**src/design/drp_pkg.sv**
```systemverilog
// Shared types and constants for the display region point router.
// No dependencies; used by drp_front, drp_queue, drp_back and the top level.
package drp_pkg;

    localparam int POINT_W   = 16;
    localparam int INDEX_W   = 8;
    localparam int SIZE_W    = 14;
    localparam int ID_W      = 3;
    localparam int STATUS_W  = 2;

    // Packed stream widths, padded to whole bytes
    localparam int S_TDATA_W = 104;
    localparam int M_TDATA_W = 32;

    localparam int QUEUE_DEPTH = 4;
    localparam int QUEUE_PTR_W = 2;
    localparam int QUEUE_CNT_W = 3;

    // Entry 0 after reset
    localparam logic [SIZE_W-1:0] RESET_WIDTH  = 14'd1024;
    localparam logic [SIZE_W-1:0] RESET_HEIGHT = 14'd768;

    localparam logic [STATUS_W-1:0] ST_OK    = 2'd0;
    localparam logic [STATUS_W-1:0] ST_MISS  = 2'd1;
    localparam logic [STATUS_W-1:0] ST_RANGE = 2'd2;

    typedef enum logic [1:0] {
        KIND_ROUTE,
        KIND_SET,
        KIND_RANGE
    } kind_t;

    typedef enum logic [1:0] {
        BK_IDLE,
        BK_MATCH,
        BK_EMIT
    } back_state_t;

    typedef struct packed {
        kind_t                      kind;
        logic signed [POINT_W-1:0]  point_x;
        logic signed [POINT_W-1:0]  point_y;
        logic [INDEX_W-1:0]         entry_index;
        logic signed [POINT_W-1:0]  entry_x;
        logic signed [POINT_W-1:0]  entry_y;
        logic [SIZE_W-1:0]          entry_width;
        logic [SIZE_W-1:0]          entry_height;
    } item_t;

    typedef struct packed {
        logic  valid;
        item_t item;
    } push_t;

    typedef struct packed {
        logic  empty;
        item_t head;
    } head_t;

endpackage

```
**src/design/drp_front.sv**
```systemverilog
// Front end: takes input beats, unpacks them and classifies each item.
// Depends on drp_pkg; feeds drp_queue.
module drp_front #(
    parameter int MONITORS = 8
) (
    input  logic                          s_axis_tvalid,
    output logic                          s_axis_tready,
    input  logic [drp_pkg::S_TDATA_W-1:0] s_axis_tdata,
    input  logic                          s_axis_tuser,
    input  logic                          queue_full,
    output drp_pkg::push_t                push
);

    drp_pkg::item_t item;

    always_comb begin
        item.point_x      = s_axis_tdata[15:0];
        item.point_y      = s_axis_tdata[31:16];
        item.entry_index  = s_axis_tdata[39:32];
        item.entry_x      = s_axis_tdata[55:40];
        item.entry_y      = s_axis_tdata[71:56];
        item.entry_width  = s_axis_tdata[85:72];
        item.entry_height = s_axis_tdata[99:86];
        if (!s_axis_tuser) begin
            item.kind = drp_pkg::KIND_ROUTE;
        end else if (32'(item.entry_index) < MONITORS) begin
            item.kind = drp_pkg::KIND_SET;
        end else begin
            item.kind = drp_pkg::KIND_RANGE;
        end
    end

    assign s_axis_tready = !queue_full;
    assign push.valid    = s_axis_tvalid && !queue_full;
    assign push.item     = item;

endmodule

```
**src/design/drp_queue.sv**
```systemverilog
// Short FIFO of classified items between front and back.
// Depends on drp_pkg.
module drp_queue (
    input  logic           aclk,
    input  logic           aresetn,
    input  drp_pkg::push_t push,
    output logic           full,
    input  logic           pop,
    output drp_pkg::head_t head
);

    drp_pkg::item_t                     mem [drp_pkg::QUEUE_DEPTH];
    logic [drp_pkg::QUEUE_PTR_W-1:0]    wr_ptr_reg;
    logic [drp_pkg::QUEUE_PTR_W-1:0]    rd_ptr_reg;
    logic [drp_pkg::QUEUE_CNT_W-1:0]    count_reg;
    logic [drp_pkg::QUEUE_CNT_W-1:0]    count_next;
    logic                               do_push;
    logic                               do_pop;

    assign full       = (count_reg == drp_pkg::QUEUE_CNT_W'(drp_pkg::QUEUE_DEPTH));
    assign head.empty = (count_reg == '0);
    assign head.head  = mem[rd_ptr_reg];
    assign do_push    = push.valid && !full;
    assign do_pop     = pop && !head.empty;

    always_comb begin
        count_next = count_reg;
        if (do_push && !do_pop) begin
            count_next = count_reg + 1'b1;
        end else if (do_pop && !do_push) begin
            count_next = count_reg - 1'b1;
        end
    end

    always_ff @(posedge aclk) begin
        if (do_push) begin
            mem[wr_ptr_reg] <= push.item;
        end
    end

    always_ff @(posedge aclk) begin
        if (!aresetn) begin
            wr_ptr_reg <= '0;
            rd_ptr_reg <= '0;
            count_reg  <= '0;
        end else begin
            if (do_push) begin
                wr_ptr_reg <= wr_ptr_reg + 1'b1;
            end
            if (do_pop) begin
                rd_ptr_reg <= rd_ptr_reg + 1'b1;
            end
            count_reg <= count_next;
        end
    end

endmodule

```
**src/design/drp_back.sv**
```systemverilog
// Back end: monitor table, parallel rectangle cells, priority pick, output register.
// Depends on drp_pkg; pops from drp_queue.
module drp_back #(
    parameter int MONITORS = 8
) (
    input  logic                          aclk,
    input  logic                          aresetn,
    input  drp_pkg::head_t                head,
    output logic                          pop,
    output logic                          m_axis_tvalid,
    input  logic                          m_axis_tready,
    output logic [drp_pkg::M_TDATA_W-1:0] m_axis_tdata,
    output logic [drp_pkg::STATUS_W-1:0]  m_axis_tuser
);

    localparam int IDX_W = (MONITORS > 1) ? $clog2(MONITORS) : 1;
    localparam int CMP_W = drp_pkg::POINT_W + 2;

    drp_pkg::back_state_t state_reg, state_next;
    drp_pkg::item_t       work_reg;
    logic [MONITORS-1:0]  hit_reg;
    logic [MONITORS-1:0]  hit_next;

    logic signed [drp_pkg::POINT_W-1:0] offset_x_reg [MONITORS];
    logic signed [drp_pkg::POINT_W-1:0] offset_y_reg [MONITORS];
    logic [drp_pkg::SIZE_W-1:0]         width_reg    [MONITORS];
    logic [drp_pkg::SIZE_W-1:0]         height_reg   [MONITORS];
    logic [MONITORS-1:0]                active_reg;

    logic                               out_valid_reg, out_valid_next;
    logic [drp_pkg::M_TDATA_W-1:0]      out_data_reg;
    logic [drp_pkg::STATUS_W-1:0]       out_user_reg;

    logic                               out_free;
    logic                               load_out;
    logic                               table_we;
    logic [IDX_W-1:0]                   wr_idx;
    logic [IDX_W-1:0]                   sel_idx;
    logic [drp_pkg::POINT_W-1:0]        diff_x;
    logic [drp_pkg::POINT_W-1:0]        diff_y;
    logic [drp_pkg::STATUS_W-1:0]       res_status;
    logic [drp_pkg::ID_W-1:0]           res_id;
    logic [drp_pkg::SIZE_W-1:0]         res_lx;
    logic [drp_pkg::SIZE_W-1:0]         res_ly;

    // Rectangle cells, one per entry; half-open bounds at 18 bits
    always_comb begin
        logic signed [CMP_W-1:0] px, py, lo_x, lo_y, hi_x, hi_y;
        px = CMP_W'(work_reg.point_x);
        py = CMP_W'(work_reg.point_y);
        for (int i = 0; i < MONITORS; i++) begin
            lo_x = CMP_W'(offset_x_reg[i]);
            lo_y = CMP_W'(offset_y_reg[i]);
            hi_x = lo_x + $signed({4'b0, width_reg[i]});
            hi_y = lo_y + $signed({4'b0, height_reg[i]});
            hit_next[i] = active_reg[i] && (px >= lo_x) && (px < hi_x)
                          && (py >= lo_y) && (py < hi_y);
        end
    end

    // Lowest hit index wins
    always_comb begin
        sel_idx = '0;
        for (int i = MONITORS - 1; i >= 0; i--) begin
            if (hit_reg[i]) begin
                sel_idx = IDX_W'(i);
            end
        end
    end

    assign diff_x = work_reg.point_x - offset_x_reg[sel_idx];
    assign diff_y = work_reg.point_y - offset_y_reg[sel_idx];

    always_comb begin
        res_status = drp_pkg::ST_OK;
        res_id     = '0;
        res_lx     = '0;
        res_ly     = '0;
        case (work_reg.kind)
            drp_pkg::KIND_ROUTE: begin
                if (|hit_reg) begin
                    res_id = drp_pkg::ID_W'(sel_idx);
                    res_lx = diff_x[drp_pkg::SIZE_W-1:0];
                    res_ly = diff_y[drp_pkg::SIZE_W-1:0];
                end else begin
                    res_status = drp_pkg::ST_MISS;
                end
            end
            drp_pkg::KIND_SET:   res_status = drp_pkg::ST_OK;
            drp_pkg::KIND_RANGE: res_status = drp_pkg::ST_RANGE;
            default:             res_status = drp_pkg::ST_RANGE;
        endcase
    end

    assign out_free = !out_valid_reg || m_axis_tready;
    assign wr_idx   = work_reg.entry_index[IDX_W-1:0];

    // Next state
    always_comb begin
        state_next = state_reg;
        case (state_reg)
            drp_pkg::BK_IDLE:  if (!head.empty) state_next = drp_pkg::BK_MATCH;
            drp_pkg::BK_MATCH: state_next = drp_pkg::BK_EMIT;
            drp_pkg::BK_EMIT:  if (out_free) state_next = drp_pkg::BK_IDLE;
            default:           state_next = drp_pkg::BK_IDLE;
        endcase
    end

    // Control outputs
    always_comb begin
        pop      = 1'b0;
        table_we = 1'b0;
        load_out = 1'b0;
        case (state_reg)
            drp_pkg::BK_IDLE:  pop      = !head.empty;
            drp_pkg::BK_MATCH: table_we = (work_reg.kind == drp_pkg::KIND_SET);
            drp_pkg::BK_EMIT:  load_out = out_free;
            default:           pop      = 1'b0;
        endcase
    end

    always_comb begin
        out_valid_next = out_valid_reg;
        if (load_out) begin
            out_valid_next = 1'b1;
        end else if (m_axis_tready) begin
            out_valid_next = 1'b0;
        end
    end

    always_ff @(posedge aclk) begin
        if (!aresetn) begin
            state_reg     <= drp_pkg::BK_IDLE;
            out_valid_reg <= 1'b0;
        end else begin
            state_reg     <= state_next;
            out_valid_reg <= out_valid_next;
        end
    end

    always_ff @(posedge aclk) begin
        if (pop) begin
            work_reg <= head.head;
        end
        if (state_reg == drp_pkg::BK_MATCH) begin
            hit_reg <= hit_next;
        end
        if (load_out) begin
            out_user_reg <= res_status;
            out_data_reg <= {1'b0, res_ly, res_lx, res_id};
        end
    end

    // Monitor table
    always_ff @(posedge aclk) begin
        if (!aresetn) begin
            for (int i = 0; i < MONITORS; i++) begin
                offset_x_reg[i] <= '0;
                offset_y_reg[i] <= '0;
                width_reg[i]    <= '0;
                height_reg[i]   <= '0;
            end
            width_reg[0]  <= drp_pkg::RESET_WIDTH;
            height_reg[0] <= drp_pkg::RESET_HEIGHT;
            active_reg    <= MONITORS'(1);
        end else if (table_we) begin
            offset_x_reg[wr_idx] <= work_reg.entry_x;
            offset_y_reg[wr_idx] <= work_reg.entry_y;
            width_reg[wr_idx]    <= work_reg.entry_width;
            height_reg[wr_idx]   <= work_reg.entry_height;
            active_reg[wr_idx]   <= 1'b1;
        end
    end

    assign m_axis_tvalid = out_valid_reg;
    assign m_axis_tdata  = out_data_reg;
    assign m_axis_tuser  = out_user_reg;

endmodule

```
**src/design/display_region_point_router.sv**
```systemverilog
// Top level of the display region point router.
// Depends on drp_pkg, drp_front, drp_queue and drp_back.
//
// Keeps a table of MONITORS monitor rectangles (signed offset, unsigned size,
// active mark). A route beat (tuser 0) returns the first active entry, lowest
// index first, whose half-open rectangle holds the point, with the point in
// that monitor's local coordinates; status 1 if none holds it. A set beat
// (tuser 1) overwrites one entry and marks it active; an index at or above
// MONITORS leaves the table alone and returns status 2. After reset, entry 0
// is 1024x768 at the origin and the rest are inactive. Every input beat gives
// exactly one output beat, in order. The front end classifies beats into a
// 4-deep queue and takes new beats whenever that queue has room; the back end
// takes each item through BK_IDLE (pop), BK_MATCH (parallel rectangle compare)
// and BK_EMIT (priority pick and local subtract into the output register), and
// pops the next item only once the last is loaded. The output register holds a
// result while m_axis_tready is low; new beats still enter the queue until full.
module display_region_point_router #(
    parameter int MONITORS = 8
) (
    input  logic         aclk,
    input  logic         aresetn,
    input  logic         s_axis_tvalid,
    output logic         s_axis_tready,
    // point_x[15:0] point_y[31:16] entry_index[39:32] entry_x[55:40]
    // entry_y[71:56] entry_width[85:72] entry_height[99:86], zero pad to 104
    input  logic [103:0] s_axis_tdata,
    // action[0]
    input  logic         s_axis_tuser,
    output logic         m_axis_tvalid,
    input  logic         m_axis_tready,
    // entry_id[2:0] local_x[16:3] local_y[30:17], zero pad to 32
    output logic [31:0]  m_axis_tdata,
    // status[1:0]
    output logic [1:0]   m_axis_tuser
);

    drp_pkg::push_t push;
    drp_pkg::head_t head;
    logic           queue_full;
    logic           pop;

    drp_front #(
        .MONITORS (MONITORS)
    ) u_front (
        .s_axis_tvalid (s_axis_tvalid),
        .s_axis_tready (s_axis_tready),
        .s_axis_tdata  (s_axis_tdata),
        .s_axis_tuser  (s_axis_tuser),
        .queue_full    (queue_full),
        .push          (push)
    );

    drp_queue u_queue (
        .aclk    (aclk),
        .aresetn (aresetn),
        .push    (push),
        .full    (queue_full),
        .pop     (pop),
        .head    (head)
    );

    drp_back #(
        .MONITORS (MONITORS)
    ) u_back (
        .aclk          (aclk),
        .aresetn       (aresetn),
        .head          (head),
        .pop           (pop),
        .m_axis_tvalid (m_axis_tvalid),
        .m_axis_tready (m_axis_tready),
        .m_axis_tdata  (m_axis_tdata),
        .m_axis_tuser  (m_axis_tuser)
    );

endmodule
```
**config.mk**
```make
export PLATFORM = sky130hd
export DESIGN_NAME = display_region_point_router
export DESIGN_NICKNAME = d
export VERILOG_FILES = /design/src/design/drp_pkg.sv /design/src/design/drp_front.sv /design/src/design/drp_queue.sv /design/src/design/drp_back.sv /design/src/design/display_region_point_router.sv
export SDC_FILE = /design/constraint.sdc
export NUM_CORES = 2
export LEC_CHECK = 0
export ABC_CLOCK_PERIOD_IN_PS = 16700
export BUFFER_PORTS_ARGS = -buffer_cell sky130_fd_sc_hd__buf_2
export CORE_AREA = 2 2 329 493
export CTS_BUF_LIST = sky130_fd_sc_hd__clkbuf_2
export CTS_CLUSTER_SIZE = 25
export DETAILED_ROUTE_END_ITERATION = 8
export DIE_AREA = 0 0 331 495
export MAX_ROUTING_LAYER = met4
export SYNTH_ARGS = -nofsm -noshare
export SYNTH_HDL_FRONTEND = slang
export SYNTH_HIERARCHICAL = 1
export SYNTH_SLANG_ARGS = --single-unit
export TNS_END_PERCENT = 10
```
**constraint.sdc**
```tcl
create_clock -name aclk -period 16.7 [get_ports aclk]
set_input_delay 2.505 -clock aclk [delete_from_list [all_inputs] [get_ports aclk]]
set_output_delay 2.505 -clock aclk [all_outputs]
set_load 0.1 [all_outputs]
```
==> results.py <==
metrics = {
    "run_status": {
        "status": "complete, no violations",
    },
    "global_route": {
        "grt_max_degree": 63,
        "grt_pass1_wl_um": 251000,
        "grt_antenna_before_repair": 19,
        "gr-total-overflow": 0,
        "track_usage_pct": 21.0,
        "grt_pass1_vias": 43600,
    },
    "clocking": {
        "cts_tree": "built",
        "clock-sinks": 1026,
        "ctsResizeCount": 0,
        "clockBufferDepth": 3,
        "cts_setup_buffers": 0,
        "postCtsHoldBufs": 0,
        "clk_pin_slew_ps": 120,
        "clk_latency_ps": 1670,
        "htree_levels": 4,
        "cts_inserted_buffers": 230,
        "cts-root-buf": "clkbuf_2",
    },
    "detailed_routing": {
        "avgRoutedWirePerCell_um": 21.5,
        "num_vias": 42200,
        "viasPerCell": 5.42,
        "drt-pass1-iter-count": 5,
        "ant_nets": 0,
        "drc": 0,
        "postRouteWirelength_um": 167000,
        "first_iter_violations": 2126,
    },
    "setup_path": {
        "crit_path_top_delay_cell": "a2111oi_0",
        "critPathKind": "flip-flop to flip-flop",
        "end_kind": "flip-flop",
        "arrival_ps": 6930,
        "cpLargestDelayFamily": "compound AO/OA/AOI/OAI gates",
        "cp-start-kind": "flip-flop",
        "path_cells": "ha_1 -> inv_1 -> fa_1 -> nor2b_1 -> o31ai_1 -> a31oi_1 -> a21oi_1 -> o21ai_0 -> o22ai_1 -> o21ai_0 -> ha_1 -> nand2b_1 -> a2111oi_0 -> o311ai_0 -> buf_4 -> a221oi_1 -> o31ai_1 -> nor4b_1",
        "cp.required_ps": 18000,
        "critical_path_buf_inv_count": 2,
        "crit_fanout": 3,
        "critPathMaxStageDelay_ps": 790,
    },
    "sta": {
        "hold_violations": 0,
        "final.setup.worst_slack_ps": 11070,
        "relSlewSlack_pct": 3.02,
        "tns_ps": 0,
        "max_freq_ghz": 0.177,
        "final.min_clock_period_ps": 5630,
        "min_period_over_period_pct": 33.7,
        "rsz0062_at_grt": "false",
        "tightest_slew_ps": 1440,
        "finalHoldWorstSlack_ps": 451,
        "setup_viol": 0,
        "timing.final.max_slew_violations": 0,
        "finClkSkew_ps": 129,
    },
    "pwr": {
        "power_frac_seq_pct": 40.5,
        "powerDensity_nw_per_um2": 135,
        "intPower_mw": 5.31,
        "p_sw_share_pct": 41.8,
        "ir_worst_vdd_uv": 125,
        "p_comb_share_pct": 41.2,
        "total_power_mw": 9.12,
        "p_leak_nw": 27.7,
        "netSwitchingPower_mw": 3.81,
        "clkPwrFrac_pct": 18.3,
    },
    "floorplanning": {
        "die_y_um": 495,
        "ioPinCount": 145,
        "initial_core_util_pct": 39.2,
        "die-area_um2": 164000,
        "core_um2": 160000,
        "rows": 180,
        "dieWidth_um": 331,
    },
    "placement": {
        "io_buffers": 139,
        "hpwl_um": 122000,
        "dp_slack_ps": 10430,
        "dp_cells": 7349,
        "dpl_cell_area_um2": 65300,
        "gp_congestion": 0.911,
    },
    "synth": {
        "syn-num-nets": 6166,
        "avgSynthCellArea_um2": 11.9,
        "ys_warn_count": 6,
        "synthCells": 5271,
        "syn-cell-area_um2": 62600,
    },
    "cells_and_area": {
        "fill_cells": 15200,
        "fin_cells": 7784,
        "nets": 6383,
        "syn_to_final_growth_pct": 7.84,
        "design_area_um2": 67500,
        "fin_util_pct": 42.2,
        "largest_register_ffs": 388,
        "drive_gt1_share_pct": 12.6,
    },
    "min_path": {
        "hp-class": "flip-flop to flip-flop",
    },
    "job": {
        "max-cap-violations": 0,
    },
}
## layout make-up
cell class                      count  area (um2)  area share, %
Sequential cell                  1026       30600           45.3
Multi-Input combinational cell   3659       29500           43.7
Tap cell                         2093        2620           3.88
Clock buffer                      334        1670           2.47
Inverter                          370        1390           2.06
Timing Repair Buffer              201        1160           1.72
Clock inverter                     88         567          0.839
Antenna cell                       13        32.5         0.0482
## worst paths after layout
path | end | slack [ps] | startpoint | cells after the start
min reg2reg | u_back/active_reg[0] | 450 | u_back/active_reg[0] | 1
max | u_back/hit_reg[1] | 11070 | u_back/offset_x_reg[1][0] | 18
min | u_back/active_reg[0] | 450 | u_back/active_reg[0] | 1
max reg2reg | u_back/hit_reg[1] | 11070 | u_back/offset_x_reg[1][0] | 18
## power by group through the flow
stage	clock network, mW	registers, mW	logic (mW)
final	1.67	3.69	3.76
after global placement	0	3.74	3.70
after detailed placement	0	3.75	3.79
after floorplan	0	3.73	2.35
after CTS	1.75	3.70	3.81
after global routing	1.85	3.73	4.18
## layer usage
metal | wire [um] | global-route usage, %
met5 | 0 | -
met3 | 6390 | 3.05
met2 | 86700 | 37.2
met4 | 8100 | 9.85
met1 | 65800 | 23.0
## cell usage in the layout, fill, tap and decap left out, drive strengths merged, types with 50 or more instances in the layout
master     n
a211oi    65
a21o     200
a21oi    255
a31oi     53
and2     502
buf      201
clkbuf   334
clkinv    74
edfxtp  1006
ha       767
inv      379
mux4      99
nand2    269
nand2b    72
nand3     61
nand4     50
nor2     208
nor3      63
o211ai    70
o21a      60
o21ai    199
o21bai    54
xnor2    110
xor2     105
Note: power is estimated with default switching activity, not from simulation.
